===== config.mk =====
export PLATFORM = sky130hd
export DESIGN_NAME = serial_flash_command_sequencer_unit
export DESIGN_NICKNAME = d
export VERILOG_FILES = /design/src/design/sfcs_pkg.sv /design/src/design/sfcs_front.sv /design/src/design/sfcs_queue.sv /design/src/design/sfcs_back.sv /design/src/design/serial_flash_command_sequencer_unit.sv
export SDC_FILE = /design/constraint.sdc
export NUM_CORES = 1
export LEC_CHECK = 0
export BUFFER_PORTS_ARGS = -buffer_cell sky130_fd_sc_hd__buf_2
export CELL_PAD_IN_SITES_DETAIL_PLACEMENT = 1
export CELL_PAD_IN_SITES_GLOBAL_PLACEMENT = 2
export CORE_MARGIN = 4
export CORE_UTILIZATION = 42
export DETAILED_ROUTE_END_ITERATION = 12
export GPL_TIMING_DRIVEN = 0
export PLACE_DENSITY_LB_ADDON = 0.1
export REMOVE_ABC_BUFFERS = 1
export SYNTH_ARGS = -nofsm -noshare
export SYNTH_HDL_FRONTEND = slang
export SYNTH_SLANG_ARGS = --single-unit

===== constraint.sdc =====
create_clock -name clk_i -period 10.8 [get_ports clk_i]
set_clock_uncertainty 0.1 [all_clocks]
set_input_delay 2.16 -clock clk_i [delete_from_list [all_inputs] [get_ports clk_i]]
set_output_delay 2.16 -clock clk_i [all_outputs]
set_load 0.01 [all_outputs]

===== src/design/sfcs_pkg.sv =====
package sfcs_pkg;

  typedef enum logic [2:0] {
    KIND_SPI      = 3'd0,
    KIND_HOST     = 3'd1,
    KIND_DONE     = 3'd2,
    KIND_REJECT   = 3'd3,
    KIND_DESELECT = 3'd4
  } kind_e;

  localparam logic [1:0] OP_REQUEST = 2'd0;
  localparam logic [1:0] OP_WDATA   = 2'd1;
  localparam logic [1:0] OP_REPLY   = 2'd2;

  localparam logic [2:0] CMD_READ   = 3'd0;
  localparam logic [2:0] CMD_WRITE  = 3'd1;
  localparam logic [2:0] CMD_SECTOR = 3'd2;
  localparam logic [2:0] CMD_PAGE   = 3'd3;
  localparam logic [2:0] CMD_RDID   = 3'd4;

  localparam logic [7:0] OPC_READ   = 8'hD2;
  localparam logic [7:0] OPC_WRITE  = 8'h82;
  localparam logic [7:0] OPC_RDID   = 8'h9F;
  localparam logic [7:0] OPC_STATUS = 8'hD7;
  localparam logic [7:0] OPC_SECTOR = 8'h7C;
  localparam logic [7:0] OPC_PAGE   = 8'h81;
  localparam logic [7:0] FILLER     = 8'hA5;
  localparam int         READY_POS  = 7;
  localparam int         ID_BYTES   = 4;
  localparam int         ADDR_W     = 24;
  localparam int         LEN_W      = 16;

  // Slot order in which a job's results leave the back end.
  localparam int NUM_SLOTS  = 7;
  localparam int SLOT_PRE   = 0;
  localparam int SLOT_H0    = 1;
  localparam int SLOT_H1    = 2;
  localparam int SLOT_H2    = 3;
  localparam int SLOT_H3    = 4;
  localparam int SLOT_POST0 = 5;
  localparam int SLOT_POST1 = 6;

  typedef struct packed {
    kind_e       kind;
    logic [7:0]  spi_byte;
    logic        sel;
    logic        rel;
    logic        reply;
    logic [7:0]  host_byte;
    logic [31:0] id_word;
  } item_t;

  typedef struct packed {
    logic [NUM_SLOTS-1:0] en;
    item_t                pre;
    logic [7:0]           opc;
    logic [ADDR_W-1:0]    addr;
    logic                 rel_last;
    item_t                post0;
    item_t                post1;
  } job_t;

  typedef struct packed {
    logic valid;
    job_t job;
  } job_push_t;

  function automatic item_t spi_item(logic [7:0] b, logic sel, logic rel, logic reply);
    item_t it;
    it           = '0;
    it.kind      = KIND_SPI;
    it.spi_byte  = b;
    it.sel       = sel;
    it.rel       = rel;
    it.reply     = reply;
    return it;
  endfunction

  function automatic item_t info_item(kind_e k, logic [7:0] host, logic [31:0] id);
    item_t it;
    it           = '0;
    it.kind      = k;
    it.host_byte = host;
    it.id_word   = id;
    return it;
  endfunction

endpackage


===== src/design/sfcs_front.sv =====
module sfcs_front import sfcs_pkg::*; #(
  parameter int PAGE_BYTES   = 528,
  parameter int READ_DUMMIES = 4
) (
  input  logic              clk_i,
  input  logic              rst_ni,
  input  logic              in_valid_i,
  output logic              in_ready_o,
  input  logic [1:0]        op_i,
  input  logic [2:0]        command_i,
  input  logic [ADDR_W-1:0] address_i,
  input  logic [LEN_W-1:0]  length_i,
  input  logic [7:0]        data_byte_i,
  input  logic              q_room_i,
  output job_push_t         push_o
);

  localparam int OW  = $clog2(PAGE_BYTES);
  localparam int PW  = $clog2(PAGE_BYTES + 1);
  localparam int RS  = 36;
  localparam int PRW = RS + ADDR_W;
  localparam logic [PW-1:0]     PAGE_P   = PW'(PAGE_BYTES);
  localparam logic [OW-1:0]     PAGE_MAX = OW'(PAGE_BYTES - 1);
  localparam logic [ADDR_W-1:0] PAGE_A   = ADDR_W'(PAGE_BYTES);
  localparam logic [32:0]       RECIP    =
    33'(((64'd1 << RS) + 64'(PAGE_BYTES) - 64'd1) / 64'(PAGE_BYTES));
  localparam logic [2:0]        DUMMIES  = 3'(READ_DUMMIES);

  typedef enum logic [2:0] {
    PH_IDLE, PH_DUMMY, PH_RDATA, PH_ID, PH_WDATA, PH_POLL, PH_DIV
  } phase_e;

  phase_e            phase_q, phase_d;
  logic [2:0]        cmd_q, cmd_d;
  logic [ADDR_W-1:0] cursor_q, cursor_d;
  logic [LEN_W-1:0]  left_q, left_d;
  logic [PW-1:0]     room_q, room_d;
  logic [OW-1:0]     off_q, off_d;
  logic [2:0]        dum_q, dum_d;
  logic [31:0]       gather_q, gather_d;
  logic              cnt_q, cnt_d;
  logic [ADDR_W-1:0] quot_q, quot_d;

  logic              accept;
  logic [PRW-1:0]    prod;
  logic [ADDR_W-1:0] base;
  logic [ADDR_W-1:0] diff;
  logic [OW-1:0]     off_new;
  logic [PW-1:0]     pr_new;
  logic [LEN_W-1:0]  bl_new;
  logic [2:0]        dl_new;
  logic [31:0]       gather_new;
  job_t              job;

  function automatic item_t rc_item(logic [2:0] dl, logic [LEN_W-1:0] bl);
    if (dl != 3'd0) begin
      return spi_item(FILLER, 1'b0, (dl == 3'd1) && (bl == '0), 1'b1);
    end else if (bl != '0) begin
      return spi_item(FILLER, 1'b0, bl == LEN_W'(1), 1'b1);
    end
    return info_item(KIND_DONE, 8'd0, 32'd0);
  endfunction

  function automatic phase_e rc_phase(logic [2:0] dl, logic [LEN_W-1:0] bl);
    if (dl != 3'd0) begin
      return PH_DUMMY;
    end else if (bl != '0) begin
      return PH_RDATA;
    end
    return PH_IDLE;
  endfunction

  // Bytes of the next write piece: room up to the page end, capped by what is left.
  function automatic logic [PW-1:0] piece_room(logic [OW-1:0] off, logic [LEN_W-1:0] bl);
    logic [PW-1:0] room;
    room = PAGE_P - PW'(off);
    if (LEN_W'(room) > bl) begin
      return PW'(bl);
    end
    return room;
  endfunction

  assign accept     = in_valid_i && in_ready_o;
  assign in_ready_o = (phase_q != PH_DIV) && q_room_i;

  // The page quotient comes from a reciprocal multiply that is exact over the
  // whole address range; the offset is the cursor minus quotient times page size.
  assign prod    = PRW'(cursor_q) * PRW'(RECIP);
  assign base    = quot_q * PAGE_A;
  assign diff    = cursor_q - base;
  assign off_new = diff[OW-1:0];

  always_comb begin
    phase_d  = phase_q;
    cmd_d    = cmd_q;
    cursor_d = cursor_q;
    left_d   = left_q;
    room_d   = room_q;
    off_d    = off_q;
    dum_d    = dum_q;
    gather_d = gather_q;
    cnt_d    = cnt_q;
    quot_d   = quot_q;
    job      = '0;
    pr_new     = (room_q == '0) ? room_q : room_q - PW'(1);
    bl_new     = (left_q == '0) ? left_q : left_q - LEN_W'(1);
    dl_new     = dum_q - 3'd1;
    gather_new = {gather_q[23:0], data_byte_i};

    if (phase_q == PH_DIV) begin
      if (cnt_q) begin
        quot_d = prod[RS +: ADDR_W];
        cnt_d  = 1'b0;
      end else if (q_room_i) begin
        off_d        = off_new;
        room_d       = piece_room(off_new, left_q);
        job.en       = '0;
        job.en[SLOT_H0] = 1'b1;
        job.en[SLOT_H1] = 1'b1;
        job.en[SLOT_H2] = 1'b1;
        job.en[SLOT_H3] = 1'b1;
        job.opc      = OPC_WRITE;
        job.addr     = cursor_q;
        job.rel_last = 1'b0;
        phase_d      = PH_WDATA;
      end
    end else if (accept) begin
      case (op_i)
        OP_REQUEST: begin
          if (phase_q != PH_IDLE || command_i > CMD_RDID) begin
            job.en[SLOT_PRE] = 1'b1;
            job.pre          = info_item(KIND_REJECT, 8'd0, 32'd0);
          end else begin
            cmd_d    = command_i;
            cursor_d = address_i;
            left_d   = length_i;
            case (command_i)
              CMD_READ: begin
                dum_d        = DUMMIES;
                job.en[SLOT_H0]    = 1'b1;
                job.en[SLOT_H1]    = 1'b1;
                job.en[SLOT_H2]    = 1'b1;
                job.en[SLOT_H3]    = 1'b1;
                job.en[SLOT_POST0] = 1'b1;
                job.opc      = OPC_READ;
                job.addr     = address_i;
                job.rel_last = (DUMMIES == 3'd0) && (length_i == '0);
                job.post0    = rc_item(DUMMIES, length_i);
                phase_d      = rc_phase(DUMMIES, length_i);
              end
              CMD_WRITE: begin
                if (length_i == '0) begin
                  job.en[SLOT_PRE] = 1'b1;
                  job.pre          = info_item(KIND_DONE, 8'd0, 32'd0);
                end else begin
                  phase_d = PH_DIV;
                  cnt_d   = 1'b1;
                end
              end
              CMD_SECTOR, CMD_PAGE: begin
                job.en[SLOT_H0]    = 1'b1;
                job.en[SLOT_H1]    = 1'b1;
                job.en[SLOT_H2]    = 1'b1;
                job.en[SLOT_H3]    = 1'b1;
                job.en[SLOT_POST0] = 1'b1;
                job.en[SLOT_POST1] = 1'b1;
                job.opc      = (command_i == CMD_SECTOR) ? OPC_SECTOR : OPC_PAGE;
                job.addr     = address_i;
                job.rel_last = 1'b1;
                job.post0    = spi_item(OPC_STATUS, 1'b1, 1'b0, 1'b0);
                job.post1    = spi_item(FILLER, 1'b0, 1'b0, 1'b1);
                phase_d      = PH_POLL;
              end
              default: begin
                gather_d           = '0;
                dum_d              = 3'(ID_BYTES);
                job.en[SLOT_PRE]   = 1'b1;
                job.en[SLOT_POST0] = 1'b1;
                job.pre            = spi_item(OPC_RDID, 1'b1, 1'b0, 1'b0);
                job.post0          = spi_item(FILLER, 1'b0, 1'b0, 1'b1);
                phase_d            = PH_ID;
              end
            endcase
          end
        end
        OP_WDATA: begin
          if (phase_q == PH_WDATA) begin
            room_d   = pr_new;
            left_d   = bl_new;
            cursor_d = cursor_q + ADDR_W'(1);
            // The page offset restarts at the end of a page and when the cursor wraps around the address space.
            if (cursor_q == '1 || off_q == PAGE_MAX) begin
              off_d = '0;
            end else begin
              off_d = off_q + OW'(1);
            end
            job.en[SLOT_PRE] = 1'b1;
            if (pr_new == '0) begin
              job.pre            = spi_item(data_byte_i, 1'b0, 1'b1, 1'b0);
              job.en[SLOT_POST0] = 1'b1;
              job.en[SLOT_POST1] = 1'b1;
              job.post0          = spi_item(OPC_STATUS, 1'b1, 1'b0, 1'b0);
              job.post1          = spi_item(FILLER, 1'b0, 1'b0, 1'b1);
              phase_d            = PH_POLL;
            end else begin
              job.pre = spi_item(data_byte_i, 1'b0, 1'b0, 1'b0);
            end
          end
        end
        OP_REPLY: begin
          case (phase_q)
            PH_DUMMY: begin
              dum_d            = dl_new;
              job.en[SLOT_PRE] = 1'b1;
              job.pre          = rc_item(dl_new, left_q);
              phase_d          = rc_phase(dl_new, left_q);
            end
            PH_RDATA: begin
              left_d             = left_q - LEN_W'(1);
              job.en[SLOT_PRE]   = 1'b1;
              job.en[SLOT_POST0] = 1'b1;
              job.pre            = info_item(KIND_HOST, data_byte_i, 32'd0);
              job.post0          = rc_item(dum_q, left_q - LEN_W'(1));
              phase_d            = rc_phase(dum_q, left_q - LEN_W'(1));
            end
            PH_ID: begin
              gather_d         = gather_new;
              dum_d            = dl_new;
              job.en[SLOT_PRE] = 1'b1;
              if (dl_new != 3'd0) begin
                job.pre = spi_item(FILLER, 1'b0, dl_new == 3'd1, 1'b1);
              end else begin
                job.pre = info_item(KIND_DONE, 8'd0, gather_new);
                phase_d = PH_IDLE;
              end
            end
            PH_POLL: begin
              job.en[SLOT_PRE] = 1'b1;
              if (!data_byte_i[READY_POS]) begin
                job.pre = spi_item(FILLER, 1'b0, 1'b0, 1'b1);
              end else begin
                job.pre = info_item(KIND_DESELECT, 8'd0, 32'd0);
                if (cmd_q == CMD_WRITE && left_q != '0) begin
                  room_d          = piece_room(off_q, left_q);
                  job.en[SLOT_H0] = 1'b1;
                  job.en[SLOT_H1] = 1'b1;
                  job.en[SLOT_H2] = 1'b1;
                  job.en[SLOT_H3] = 1'b1;
                  job.opc         = OPC_WRITE;
                  job.addr        = cursor_q;
                  job.rel_last    = 1'b0;
                  phase_d         = PH_WDATA;
                end else begin
                  job.en[SLOT_POST0] = 1'b1;
                  job.post0          = info_item(KIND_DONE, 8'd0, 32'd0);
                  phase_d            = PH_IDLE;
                end
              end
            end
            default: begin
            end
          endcase
        end
        default: begin
        end
      endcase
    end
  end

  assign push_o.valid = (job.en != '0);
  assign push_o.job   = job;

  always_ff @(posedge clk_i or negedge rst_ni) begin
    if (!rst_ni) begin
      phase_q  <= PH_IDLE;
      cmd_q    <= '0;
      cursor_q <= '0;
      left_q   <= '0;
      room_q   <= '0;
      off_q    <= '0;
      dum_q    <= '0;
      gather_q <= '0;
      cnt_q    <= 1'b0;
      quot_q   <= '0;
    end else begin
      phase_q  <= phase_d;
      cmd_q    <= cmd_d;
      cursor_q <= cursor_d;
      left_q   <= left_d;
      room_q   <= room_d;
      off_q    <= off_d;
      dum_q    <= dum_d;
      gather_q <= gather_d;
      cnt_q    <= cnt_d;
      quot_q   <= quot_d;
    end
  end

`ifndef SYNTH
  a_no_accept_in_div: assert property (@(posedge clk_i) disable iff (!rst_ni)
    phase_q == PH_DIV |-> !in_ready_o)
    else $error("input accepted during page offset computation");
  a_push_has_room: assert property (@(posedge clk_i) disable iff (!rst_ni)
    push_o.valid |-> q_room_i)
    else $error("job pushed into a full queue");
  a_offset_range: assert property (@(posedge clk_i) disable iff (!rst_ni)
    off_q <= PAGE_MAX)
    else $error("page offset out of range");
`endif

endmodule


===== src/design/sfcs_queue.sv =====
module sfcs_queue import sfcs_pkg::*; (
  input  logic      clk_i,
  input  logic      rst_ni,
  input  job_push_t push_i,
  output logic      room_o,
  output logic      head_valid_o,
  output job_t      head_o,
  input  logic      pop_i
);

  logic [1:0] cnt_q, cnt_d;
  job_t       e0_q, e0_d;
  job_t       e1_q, e1_d;

  assign room_o       = (cnt_q != 2'd2);
  assign head_valid_o = (cnt_q != 2'd0);
  assign head_o       = e0_q;

  always_comb begin
    cnt_d = cnt_q;
    e0_d  = e0_q;
    e1_d  = e1_q;
    case ({push_i.valid, pop_i})
      2'b10: begin
        if (cnt_q == 2'd0) begin
          e0_d = push_i.job;
        end else begin
          e1_d = push_i.job;
        end
        cnt_d = cnt_q + 2'd1;
      end
      2'b01: begin
        e0_d  = e1_q;
        cnt_d = cnt_q - 2'd1;
      end
      2'b11: begin
        if (cnt_q == 2'd1) begin
          e0_d = push_i.job;
        end else begin
          e0_d = e1_q;
          e1_d = push_i.job;
        end
      end
      default: begin
      end
    endcase
  end

  always_ff @(posedge clk_i or negedge rst_ni) begin
    if (!rst_ni) begin
      cnt_q <= '0;
    end else begin
      cnt_q <= cnt_d;
    end
  end

  always_ff @(posedge clk_i) begin
    e0_q <= e0_d;
    e1_q <= e1_d;
  end

endmodule


===== src/design/sfcs_back.sv =====
module sfcs_back import sfcs_pkg::*; (
  input  logic        clk_i,
  input  logic        rst_ni,
  input  logic        head_valid_i,
  input  job_t        head_i,
  output logic        pop_o,
  output logic        out_valid_o,
  input  logic        out_ready_i,
  output logic [2:0]  kind_o,
  output logic [7:0]  spi_byte_o,
  output logic        select_before_o,
  output logic        release_after_o,
  output logic        wants_reply_o,
  output logic [7:0]  host_byte_o,
  output logic [31:0] id_word_o,
  output logic        last_o
);

  logic [2:0]           pos_q, pos_d;
  logic                 valid_q;
  item_t                item_q;
  logic                 last_q;

  logic [NUM_SLOTS-1:0] avail;
  logic [NUM_SLOTS-1:0] above;
  logic [2:0]           cur;
  logic                 last;
  logic                 emit;
  item_t                item;

  assign avail = head_i.en & ~((NUM_SLOTS'(1) << pos_q) - NUM_SLOTS'(1));

  always_comb begin
    cur = '0;
    for (int i = NUM_SLOTS - 1; i >= 0; i--) begin
      if (avail[i]) begin
        cur = 3'(i);
      end
    end
  end

  assign above = avail & ~(NUM_SLOTS'(1) << cur);
  assign last  = (above == '0);
  assign emit  = head_valid_i && (!valid_q || out_ready_i);
  assign pop_o = emit && last;

  always_comb begin
    case (cur)
      3'(SLOT_PRE):   item = head_i.pre;
      3'(SLOT_H0):    item = spi_item(head_i.opc, 1'b1, 1'b0, 1'b0);
      3'(SLOT_H1):    item = spi_item(head_i.addr[23:16], 1'b0, 1'b0, 1'b0);
      3'(SLOT_H2):    item = spi_item(head_i.addr[15:8], 1'b0, 1'b0, 1'b0);
      3'(SLOT_H3):    item = spi_item(head_i.addr[7:0], 1'b0, head_i.rel_last, 1'b0);
      3'(SLOT_POST0): item = head_i.post0;
      default:        item = head_i.post1;
    endcase
  end

  always_comb begin
    pos_d = pos_q;
    if (emit) begin
      pos_d = last ? 3'd0 : cur + 3'd1;
    end
  end

  always_ff @(posedge clk_i or negedge rst_ni) begin
    if (!rst_ni) begin
      pos_q   <= '0;
      valid_q <= 1'b0;
    end else begin
      pos_q <= pos_d;
      if (emit) begin
        valid_q <= 1'b1;
      end else if (out_ready_i) begin
        valid_q <= 1'b0;
      end
    end
  end

  always_ff @(posedge clk_i) begin
    if (emit) begin
      item_q <= item;
      last_q <= last;
    end
  end

  assign out_valid_o     = valid_q;
  assign kind_o          = item_q.kind;
  assign spi_byte_o      = item_q.spi_byte;
  assign select_before_o = item_q.sel;
  assign release_after_o = item_q.rel;
  assign wants_reply_o   = item_q.reply;
  assign host_byte_o     = item_q.host_byte;
  assign id_word_o       = item_q.id_word;
  assign last_o          = last_q;

`ifndef SYNTH
  a_mid_job_head: assert property (@(posedge clk_i) disable iff (!rst_ni)
    pos_q != 3'd0 |-> head_valid_i)
    else $error("job head vanished while being expanded");
  a_pos_range: assert property (@(posedge clk_i) disable iff (!rst_ni)
    pos_q < 3'(NUM_SLOTS))
    else $error("slot position out of range");
  a_emit_has_slot: assert property (@(posedge clk_i) disable iff (!rst_ni)
    emit |-> avail != '0)
    else $error("result emitted from a job with no slot left");
`endif

endmodule


===== src/design/serial_flash_command_sequencer_unit.sv =====
// A result is registered in the job queue and then in the output register of the back end.
// Throughput: one input beat per cycle while the queue has room and no write divide runs,
// and one result beat per cycle while out_ready allows; a two-job queue decouples the sides.
// A write request first holds the front end while it computes the page offset with a
// reciprocal multiply, and then queues its program command once the queue has room.
// Reset is asynchronous and active low; it returns the sequencer to idle with the queue empty.
module serial_flash_command_sequencer_unit import sfcs_pkg::*; #(
  parameter int PAGE_BYTES   = 528,
  parameter int READ_DUMMIES = 4
) (
  input  logic        clk_i,
  input  logic        rst_ni,
  input  logic        in_valid_i,
  output logic        in_ready_o,
  input  logic [1:0]  op_i,
  input  logic [2:0]  command_i,
  input  logic [23:0] address_i,
  input  logic [15:0] length_i,
  input  logic [7:0]  data_byte_i,
  output logic        out_valid_o,
  input  logic        out_ready_i,
  output logic [2:0]  kind_o,
  output logic [7:0]  spi_byte_o,
  output logic        select_before_o,
  output logic        release_after_o,
  output logic        wants_reply_o,
  output logic [7:0]  host_byte_o,
  output logic [31:0] id_word_o,
  output logic        last_o
);

  job_push_t push;
  logic      q_room;
  logic      head_valid;
  job_t      head;
  logic      pop;

  sfcs_front #(
    .PAGE_BYTES  (PAGE_BYTES),
    .READ_DUMMIES(READ_DUMMIES)
  ) u_front (
    .clk_i      (clk_i),
    .rst_ni     (rst_ni),
    .in_valid_i (in_valid_i),
    .in_ready_o (in_ready_o),
    .op_i       (op_i),
    .command_i  (command_i),
    .address_i  (address_i),
    .length_i   (length_i),
    .data_byte_i(data_byte_i),
    .q_room_i   (q_room),
    .push_o     (push)
  );

  sfcs_queue u_queue (
    .clk_i       (clk_i),
    .rst_ni      (rst_ni),
    .push_i      (push),
    .room_o      (q_room),
    .head_valid_o(head_valid),
    .head_o      (head),
    .pop_i       (pop)
  );

  sfcs_back u_back (
    .clk_i          (clk_i),
    .rst_ni         (rst_ni),
    .head_valid_i   (head_valid),
    .head_i         (head),
    .pop_o          (pop),
    .out_valid_o    (out_valid_o),
    .out_ready_i    (out_ready_i),
    .kind_o         (kind_o),
    .spi_byte_o     (spi_byte_o),
    .select_before_o(select_before_o),
    .release_after_o(release_after_o),
    .wants_reply_o  (wants_reply_o),
    .host_byte_o    (host_byte_o),
    .id_word_o      (id_word_o),
    .last_o         (last_o)
  );

endmodule

==> results of run 1 <==
-- critical path, cell delays in order, from the launching register on --
cell and delay [ns]:
dfrtp_1 0.87, inv_1 0.12, fa_1 0.53, ha_1 0.37
inv_1 0.07, fa_1 0.58, inv_1 0.06, ha_1 0.29
ha_1 0.28, inv_1 0.05, fa_1 0.52, inv_1 0.06
fa_1 0.48, ha_1 0.34, a21oi_1 0.17, a21oi_1 0.09
a221oi_1 0.60, o311ai_0 0.30, o31ai_1 0.57, o21ai_0 0.23
xnor2_1 0.31, o21ai_0 0.12
-- through the flow --
stage / utilization (%) / cells
global route: 47.2 / 3323
floorplan: - / 2333
detailed placement: 44.9 / 3247
CTS: 47.2 / 3323
finish: 47.2 / 3323
global placement: 44.2 / 3228
-- how the worst min path moves through the flow --
stage,from,end,slack [ns],cells past startpoint
after floorplan,u_front.quot_q[2]$_DFFE_PN0P_,u_front.quot_q[2]$_DFFE_PN0P_,0.35,2
after global placement,u_front.gather_q[16]$_DFFE_PN0P_,u_front.gather_q[16]$_DFFE_PN0P_,0.37,2
after detailed placement,u_front.gather_q[16]$_DFFE_PN0P_,u_front.gather_q[16]$_DFFE_PN0P_,0.37,2
after CTS,u_front.gather_q[16]$_DFFE_PN0P_,u_front.gather_q[16]$_DFFE_PN0P_,0.39,2
after global routing,u_queue.cnt_q[0]$_DFFE_PN0P_,u_queue.cnt_q[0]$_DFFE_PN0P_,0.41,1
final,u_front.gather_q[16]$_DFFE_PN0P_,u_front.gather_q[16]$_DFFE_PN0P_,0.39,2
-- sequential cells by signal (all words and copies together), names as in the netlist, 2 cells and up --
name,flops
u_queue.e1_q,93
u_queue.head_o,93
u_back.id_word_o,32
u_front.cursor_q,24
u_front.gather_q,24
u_front.left_q,16
u_front.off_q,10
u_front.room_q,10
u_back.host_byte_o,8
u_back.spi_byte_o,8
u_front.quot_q,6
u_back.kind_o,3
u_back.pos_q,3
u_front.cmd_q,3
u_front.dum_q,3
u_front.phase_q,3
u_queue.cnt_q,2
-- final cells by class --
| class | instances | area [um2] | share of cell area [%] |
|---|---|---|---|
| clock buffers | 53 | 1110 | 3.90 |
| repair buffers | 132 | 920 | 3.23 |
| well taps | 782 | 978 | 3.44 |
| clock inverters | 23 | 256 | 0.901 |
| multi-input cells | 1597 | 13800 | 48.6 |
| inverters | 389 | 1460 | 5.13 |
| flip-flops and latches | 347 | 9890 | 34.7 |
-- cell families after synthesis --
| kind of cell | after synthesis |
|---|---|
| adders and majority gates | 409 |
| and+or+nand+nor | 584 |
| DFF | 347 |
| muxes | 37 |
| buffers and inverters | 499 |
| AOI/OAI and AO/OA | 525 |
| xor gates and xnor gates | 42 |
-- layer usage --
layer / GRT usage, % / wire [um]
met1: 31.4 / 33500
met4: 4.15 / 1310
met3: 3.32 / 2860
met5: 0 / 0
met2: 39.0 / 35700
-- layout by cell type (no fill, tap or decap), types with 8 or more instances in the layout --
cell type  count
nor4_1        17
edfxtp_1     241
a22o_1       114
nor2_1        92
a31oi_1       23
dfrtp_1      106
inv_1        387
mux2_2         8
o211ai_1       8
a21oi_1      107
ha_1         232
buf_2        112
mux2i_1       27
nor3b_1        9
o31ai_1       14
buf_12        12
o2bb2ai_1     10
nor2b_1       15
xor2_1         8
fa_1         175
o21a_1        12
nand4_1       21
and2_1        82
o22ai_1       20
or3_1         15
a211oi_1      16
nor3_1        38
clkbuf_1       8
nand3_1       69
nand2_1      151
xnor2_1       34
a21o_1        20
and3_1        25
clkbuf_16     41
o21ai_0       94
nand2b_1      17
o21ai_1       11
==> flow_metrics.py, run 1 <==
metrics = {
    "final_layout": {
        "nets": 2974,
        "nFillCells": 6614,
        "postLayoutCellArea_um2": 28500,
        "area_delta_synth_final_pct": 11.3,
        "diodes": 0,
        "drive_above_1_share_pct": 9.13,
    },
    "run": {
        "maxCapViolCount": 0,
    },
    "synthesis": {
        "ys_warn_count": 0,
        "synth_compound_area_share_pct": 14.1,
        "synth_edf_count": 241,
        "synth_top_cells_by_count": "inv_1 (388), edfxtp_1 (241), ha_1 (234)",
        "ys_ff_latch": 347,
        "yosys.area_share.adder_pct": 25.2,
        "netlist_top_cells_area": "edfxtp_1 (28%), fa_1 (14%), ha_1 (11%)",
        "synth_top_area_share_pct": 28.3,
        "synth_largest_area_cell": "edfxtp_1",
        "synthFlopType": "edfxtp_1",
        "muxShareOfSynthArea_pct": 1.50,
        "async_reset_ff_share_pct": 30.5,
        "synth_top_family_by_area": "adder cells",
        "syn_inst": 2443,
        "synth_xor_area_share_pct": 1.44,
        "yosys.cell_count.top_type": "inv_1",
        "synth-simple-area-share_pct": 11.6,
        "ys_types": 83,
        "ys_seq_area_share_pct": 38.7,
        "syn-cell-area_um2": 25600,
        "synth.avg_cell_area_um2": 10.5,
    },
    "floorplan": {
        "die_h_um": 255,
        "core-area_um2": 60400,
        "ios": 114,
        "die_w_um": 255,
        "start_util_pct": 42.4,
        "dieArea_um2": 64900,
        "rows": 90,
    },
    "setup_path": {
        "critPathKind": "register to register",
        "endpoint_kind": "register",
        "critPathArrivalTime_ns": 7.58,
        "crit_required_ns": 11.13,
        "worst-r2r-setup-slack_ns": 3.56,
        "reg2reg_depth": 21,
        "rr_startpoint": "u_front.cursor_q[8]$_DFFE_PN0P_",
        "crit_start": "u_front.cursor_q[8]$_DFFE_PN0P_",
        "cp-start-kind": "register",
        "critPathMaxFanout": 12,
        "crit_end": "u_front.quot_q[5]$_DFFE_PN0P_",
        "worstReg2RegEnd": "u_front.quot_q[5]$_DFFE_PN0P_",
    },
    "grt": {
        "grt_pass1_vias": 19706,
        "grt_pass1_wl_mm": 115,
        "grt_usage_pct": 22.8,
        "antenna_found_initial": 1,
        "grt_max_degree": 63,
        "overflow": 0,
    },
    "drt": {
        "drt-total-wl_mm": 73.4,
        "route.detailed.drc": 0,
        "avgRoutedWirePerCell_um": 22.1,
        "drt-initial-drc-count": 1014,
        "first_pass_iters": 5,
        "via_per_inst": 5.53,
        "vias": 18362,
        "ant_nets": 0,
    },
    "min_path": {
        "hp-class": "register to register",
    },
    "timing": {
        "worst_pin_slew_ns": 1.28,
        "final.setup.tns_ns": 0,
        "rsz0062_at_grt": "false",
        "fin_ws_ns": 3.56,
        "hold_viol_final": 0,
        "fin_crit_ns": 7.24,
        "finalMaxSlewViolations": 0,
        "setup_viol": 0,
        "max_freq_ghz": 0.138,
        "period_share_pct": 67.0,
        "hold_slack_ns": 0.386,
        "maxSlewHeadroom_pct": 14.5,
    },
    "clock_tree": {
        "cts-resized-gates": 0,
        "clk_pin_slew_ns": 0.08,
        "htree_num_levels": 2,
        "hold_buffers": 0,
        "cts-root-buf": "clkbuf_16",
        "clock_path_buffers": 3,
        "clock_latency_ns": 0.57,
        "tritoncts": "built",
        "numClockSinks": 347,
        "cts_buffers": 41,
        "postCtsSetupBuffers": 0,
    },
    "placed_design": {
        "place_area_um2": 27100,
        "io_buffers": 113,
        "post-place-ws_ns": 3.05,
        "hpwl_mm": 57.6,
        "place_congestion": 0.899,
    },
    "status": {
        "outcome": "finished, final reports clean",
    },
}
Power of run 1 is not shown: default switching activity piles up to over one toggle a cycle in this logic, so the estimate is an artifact.
==> inputs of run 2 (changes only) <==
==> constraint.sdc (replaced) <==
create_clock -name clk_i -period 7 [get_ports clk_i]
set_clock_uncertainty 0.1 [all_clocks]
set_input_delay 1.4 -clock clk_i [delete_from_list [all_inputs] [get_ports clk_i]]
set_output_delay 1.4 -clock clk_i [all_outputs]
set_load 0.01 [all_outputs]
==> run 2 against run 1 <==
Net effect:
- register-to-register slack worse by 3.3 ns
- utilization up 0.44 points
- die area unchanged
- final cell count grew 0.81%
- sequential share of layout area is 0.24 points lower
- worst hold slack got worse by 0.0010 ns
- count of clock-buffer cells in the layout is the same
- maximum frequency up 7.5%
- non-clock buffer count rose by 26
- global-route usage about the same
- highest routed layer unchanged
- wire length up 1.1%
- first-iteration DRC count down 1.6%
==> flow_metrics.py, run 2 (synthesis gave the netlist of run 1 again) <==
metrics = {
    "final_layout": {
        "drive_above_1_share_pct": 11.1,
        "ff_latch_area_um2": 9910,
        "diodes": 0,
        "nFillCells": 6615,
        "nets": 3001,
        "final_cells": 3350,
        "layout_commonest_cell": "inv_1",
        "final_cell_mix": "inv_1 (387), edfxtp_1 (241), ha_1 (232)",
        "multi_input_area_um2": 13900,
        "area_delta_synth_final_pct": 12.4,
    },
    "floorplan": {
        "die_h_um": 255,
        "core-area_um2": 60400,
        "die_w_um": 255,
        "dieArea_um2": 64900,
        "start_util_pct": 42.4,
        "rows": 90,
        "ios": 114,
    },
    "setup_path": {
        "slowest_delay_ns": 0.59,
        "slowest_stage": "dfrtp_4",
        "crit_required_ns": 7.34,
        "critPathArrivalTime_ns": 7.07,
        "crit_path_frequent_cell": "fa_1",
        "cp_num_cells": 21,
        "critPathKind": "register to register",
        "endpoint_kind": "register",
        "rr_startpoint": "u_front.cursor_q[8]$_DFFE_PN0P_",
        "path_cells": "inv_1, fa_1, ha_1, inv_1, fa_1, fa_1, inv_1, fa_1, fa_1, inv_1, fa_1, inv_1, ha_1, nand4_1, nor2_1, a221oi_1, o31ai_1, o31ai_2, o21ai_0, xnor2_1, o21ai_0",
        "cp_top_family": "adder cells",
        "critPathMaxFanout": 12,
        "critPathBufInv": 5,
        "reg2reg_depth": 21,
        "crit_start": "u_front.cursor_q[8]$_DFFE_PN0P_",
        "worstReg2RegEnd": "u_front.quot_q[5]$_DFFE_PN0P_",
        "worst-r2r-setup-slack_ns": 0.26,
        "cp-start-kind": "register",
    },
    "timing": {
        "max_freq_ghz": 0.148,
        "maxSlewHeadroom_pct": 13.1,
        "hold_viol_final": 0,
        "hold_slack_ns": 0.385,
        "period_share_pct": 96.3,
        "fin_crit_ns": 6.74,
        "worst_pin_slew_ns": 1.30,
        "rsz0062_at_grt": "false",
        "finalMaxSlewViolations": 0,
        "final.setup.tns_ns": 0,
        "setup_viol": 0,
    },
    "min_path": {
        "hp-class": "register to register",
        "worstHoldStart": "u_front.gather_q[16]$_DFFE_PN0P_",
        "holdPathStages": 2,
        "whs_endpoint": "u_front.gather_q[16]$_DFFE_PN0P_",
    },
    "grt": {
        "grt_max_degree": 63,
        "grt_pass1_wl_mm": 115,
        "grt_pass1_vias": 19708,
        "overflow": 0,
        "grt_usage_pct": 22.8,
        "antenna_found_initial": 1,
    },
    "clock_tree": {
        "clock_path_buffers": 3,
        "clk_pin_slew_ns": 0.08,
        "hold_buffers": 0,
        "cts-root-buf": "clkbuf_16",
        "htree_num_levels": 2,
        "clock_latency_ns": 0.57,
        "tritoncts": "built",
        "numClockSinks": 347,
        "cts_buffers": 41,
    },
    "drt": {
        "avgRoutedWirePerCell_um": 22.1,
        "via_per_inst": 5.54,
        "drt-total-wl_mm": 74.2,
        "route.detailed.drc": 0,
        "first_pass_iters": 8,
        "drt-initial-drc-count": 998,
        "ant_nets": 0,
        "vias": 18571,
    },
    "placed_design": {
        "io_buffers": 113,
        "place_congestion": 0.899,
        "hpwl_mm": 57.6,
        "dp.cells": 3247,
    },
    "status": {
        "outcome": "finished, final reports clean",
    },
    "run": {
        "maxCapViolCount": 0,
    },
}
run 2: changes by cell type in the layout (fill, tap and decap cells not counted), sizes merged:
cell,change
a2111o,+1
buf,+26
run 2: per-layer routing:
layer / up-vias / wire length, um / global-route usage [%]
met5: - / 0 / 0
met4: 0 / 1230 / 4.15
met3: 72 / 2900 / 3.32
met2: 308 / 36400 / 39.0
met1: 9486 / 33600 / 31.4
li1: 8705 / - / -
run 2: worst max path at each step:
stage                                         end  slack [ns]
global route        u_front.quot_q[5]$_DFFE_PN0P_       0.005
CTS                 u_front.quot_q[5]$_DFFE_PN0P_      0.0001
global placement      u_queue.e1_q[170]$_DFFE_PP_       -6.96
detailed placement  u_front.quot_q[5]$_DFFE_PN0P_       -0.26
finish              u_front.quot_q[5]$_DFFE_PN0P_        0.26
floorplan             u_queue.e1_q[102]$_DFFE_PP_       -2.38
run 2: worst register-to-register path, stage by stage, from the launching register on:
cell	delay, ns
dfrtp_4	0.59
inv_1	0.11
fa_1	0.51
ha_1	0.37
inv_1	0.07
fa_1	0.52
fa_1	0.52
inv_1	0.08
fa_1	0.51
fa_1	0.54
inv_1	0.06
fa_1	0.50
inv_1	0.09
ha_1	0.34
nand4_1	0.16
nor2_1	0.09
a221oi_1	0.35
o31ai_1	0.13
o31ai_2	0.36
o21ai_0	0.18
xnor2_1	0.31
o21ai_0	0.12
run 2: area by class of cell:
cell class,instances,share of cell area [%]
multi-input cells,1598,48.4
flip-flops and latches,347,34.5
inverters,389,5.08
repair buffers,158,3.88
clock buffers,53,3.87
well taps,782,3.41
clock inverters,23,0.893
run 2: metrics by stage:
step | cell area, um2 | worst slack [ns] | utilization, %
finish | 28700 | 0.262 | 47.6
global route | 28700 | 0.00502 | 47.6
CTS | 28500 | 0.000123 | 47.2
detailed placement | 27100 | -0.259 | 44.9
global placement | 26700 | -6.96 | 44.2
floorplan | 25100 | -2.38 | -
run 2: repair_timing:
action,in CTS,in global routing
pin swaps,1,4
gates cloned,0,1
resized for setup,7,22
setup endpoints to repair,32,59
buffers inserted,0,26
Power of run 2 is left out for the same reason.
==> inputs of run 3 (changes only) <==
--- a/config.mk
+++ b/config.mk
@@ -13,6 +13,7 @@
 export DETAILED_ROUTE_END_ITERATION = 12
 export GPL_TIMING_DRIVEN = 0
 export PLACE_DENSITY_LB_ADDON = 0.1
+export RECOVER_POWER = 50
 export REMOVE_ABC_BUFFERS = 1
 export SYNTH_ARGS = -nofsm -noshare
 export SYNTH_HDL_FRONTEND = slang
==> run 3 against run 2 <==
Net effect:
- the flow now finishes with violations (capacitance limit, slew limit)
- utilization is 0.26 points lower
- register-to-register slack better by 0.03 ns
- global-route usage stayed put
- via count down 0.11%
- count of clock-buffer cells in the layout is the same
- die area did not move
- non-clock buffer count stayed put
- critical path type unchanged
==> flow_metrics.py, run 3 (synthesis gave the netlist of run 1 again) <==
metrics = {
    "status": {
        "outcome": "complete, but fails checks",
        "violations": "capacitance limit, slew limit",
    },
    "final_layout": {
        "layout_commonest_cell": "inv_1",
        "nets": 3001,
        "diodes": 0,
        "multi_input_area_um2": 13900,
        "ff_latch_area_um2": 9910,
        "area_delta_synth_final_pct": 11.7,
        "drive_above_1_share_pct": 8.33,
        "nFillCells": 6656,
        "final_cell_mix": "inv_1 (388), edfxtp_1 (241), ha_1 (233)",
    },
    "floorplan": {
        "core-area_um2": 60400,
        "die_h_um": 255,
        "dieArea_um2": 64900,
        "ios": 114,
        "start_util_pct": 42.4,
        "die_w_um": 255,
        "rows": 90,
    },
    "drt": {
        "route.detailed.drc": 0,
        "vias": 18550,
        "drt-initial-drc-count": 1020,
        "via_per_inst": 5.54,
        "avgRoutedWirePerCell_um": 22.2,
        "drt-total-wl_mm": 74.2,
        "first_pass_iters": 7,
        "ant_nets": 0,
    },
    "setup_path": {
        "critPathArrivalTime_ns": 7.05,
        "endpoint_kind": "register",
        "critPathMaxFanout": 12,
        "crit_required_ns": 7.33,
        "critPathKind": "register to register",
        "cp-start-kind": "register",
    },
    "timing": {
        "worst_pin_slew_ns": 3.75,
        "max_freq_ghz": 0.149,
        "final.setup.tns_ns": 0,
        "period_share_pct": 95.9,
        "finalMaxSlewViolations": 217,
        "setup_viol": 0,
        "hold_slack_ns": 0.387,
        "fin_crit_ns": 6.71,
        "maxSlewHeadroom_pct": -150,
        "rsz0062_at_grt": "false",
        "hold_viol_final": 0,
        "fin_ws_ns": 0.287,
    },
    "placed_design": {
        "io_buffers": 113,
        "post-place-ws_ns": -0.259,
        "hpwl_mm": 57.6,
        "place_congestion": 0.899,
    },
    "clock_tree": {
        "tritoncts": "built",
        "clk_pin_slew_ns": 0.08,
        "htree_num_levels": 2,
        "clock_latency_ns": 0.57,
        "clock_path_buffers": 3,
        "numClockSinks": 347,
        "cts-root-buf": "clkbuf_16",
        "cts_buffers": 41,
    },
    "run": {
        "maxCapViolCount": 5,
    },
    "grt": {
        "overflow": 0,
        "grt_usage_pct": 22.8,
        "antenna_found_initial": 1,
        "grt_pass1_vias": 19708,
        "grt_pass1_wl_mm": 115,
        "grt_max_degree": 63,
    },
    "min_path": {
        "hp-class": "register to register",
    },
}
==> run 3: cell types whose count changed in the layout (fill, tap and decap cells not counted), sizes merged <==
cell,before,now
dlymetal6s4s,0,1
buf,158,95
clkbuf,53,115
==> run 3: worst max-delay path: stages, from the launching register on <==
cell      delay, ns
dfrtp_4        0.60
inv_1          0.09
fa_1           0.51
ha_1           0.37
inv_1          0.07
fa_1           0.52
fa_1           0.52
inv_1          0.08
fa_1           0.51
fa_1           0.54
inv_1          0.06
fa_1           0.50
inv_1          0.09
ha_1           0.34
nand4_1        0.16
nor2_1         0.08
a221oi_1       0.35
o31ai_1        0.13
o31ai_2        0.36
o21ai_0        0.18
xnor2_1        0.29
o21ai_0        0.12
==> run 3: cell type report <==
class	instances	area share, %
tap	782	3.42
clock buffer	53	3.89
multi-input combinational	1598	48.6
clock inverter	23	0.898
sequential	347	34.7
inverter	389	5.11
timing repair buffer	158	3.42
==> run 3: per-layer routing <==
layer	global-route usage (%)	vias up	wire (um)
met3	3.32	69	3090
met4	4.15	0	1220
met1	31.4	9467	33500
met5	0	-	0
li1	-	8702	-
met2	39.0	312	36400
==> run 3: metrics by stage <==
step | utilization, % | instances | cell area (um2)
after global routing | 47.3 | 3350 | 28600
after global placement | 44.2 | 3228 | 26700
final | 47.3 | 3350 | 28600
after detailed placement | 44.9 | 3247 | 27100
after CTS | 47.2 | 3323 | 28500
after floorplan | - | 2333 | 25100
==> run 3: path summary, 6_finish.rpt <==
check                                                  from                               end  slack (ns)  depth (start not counted)
min in group asynchronous                            rst_ni  u_front.gather_q[22]$_DFFE_PN0P_        2.00                          1
min reg2reg                u_front.gather_q[16]$_DFFE_PN0P_  u_front.gather_q[16]$_DFFE_PN0P_        0.39                          2
max in group asynchronous                            rst_ni      u_front.off_q[7]$_DFFE_PN0P_        1.09                          2
max reg2reg                 u_front.cursor_q[8]$_DFFE_PN0P_     u_front.quot_q[5]$_DFFE_PN0P_        0.29                         21
max                         u_front.cursor_q[8]$_DFFE_PN0P_     u_front.quot_q[5]$_DFFE_PN0P_        0.29                         21
min                        u_front.gather_q[16]$_DFFE_PN0P_  u_front.gather_q[16]$_DFFE_PN0P_        0.39                          2
==> run 3: timing repair <==
| action | in CTS | in global routing |
|---|---|---|
| pin swaps | 1 | 4 |
| endpoints found under the setup margin | 32 | 59 |
| gates cloned | 0 | 1 |
| buffers inserted | 0 | 26 |
| hold buffers | 0 | 0 |
| resized for setup | 7 | 22 |
Power of run 3 is left out for the same reason.
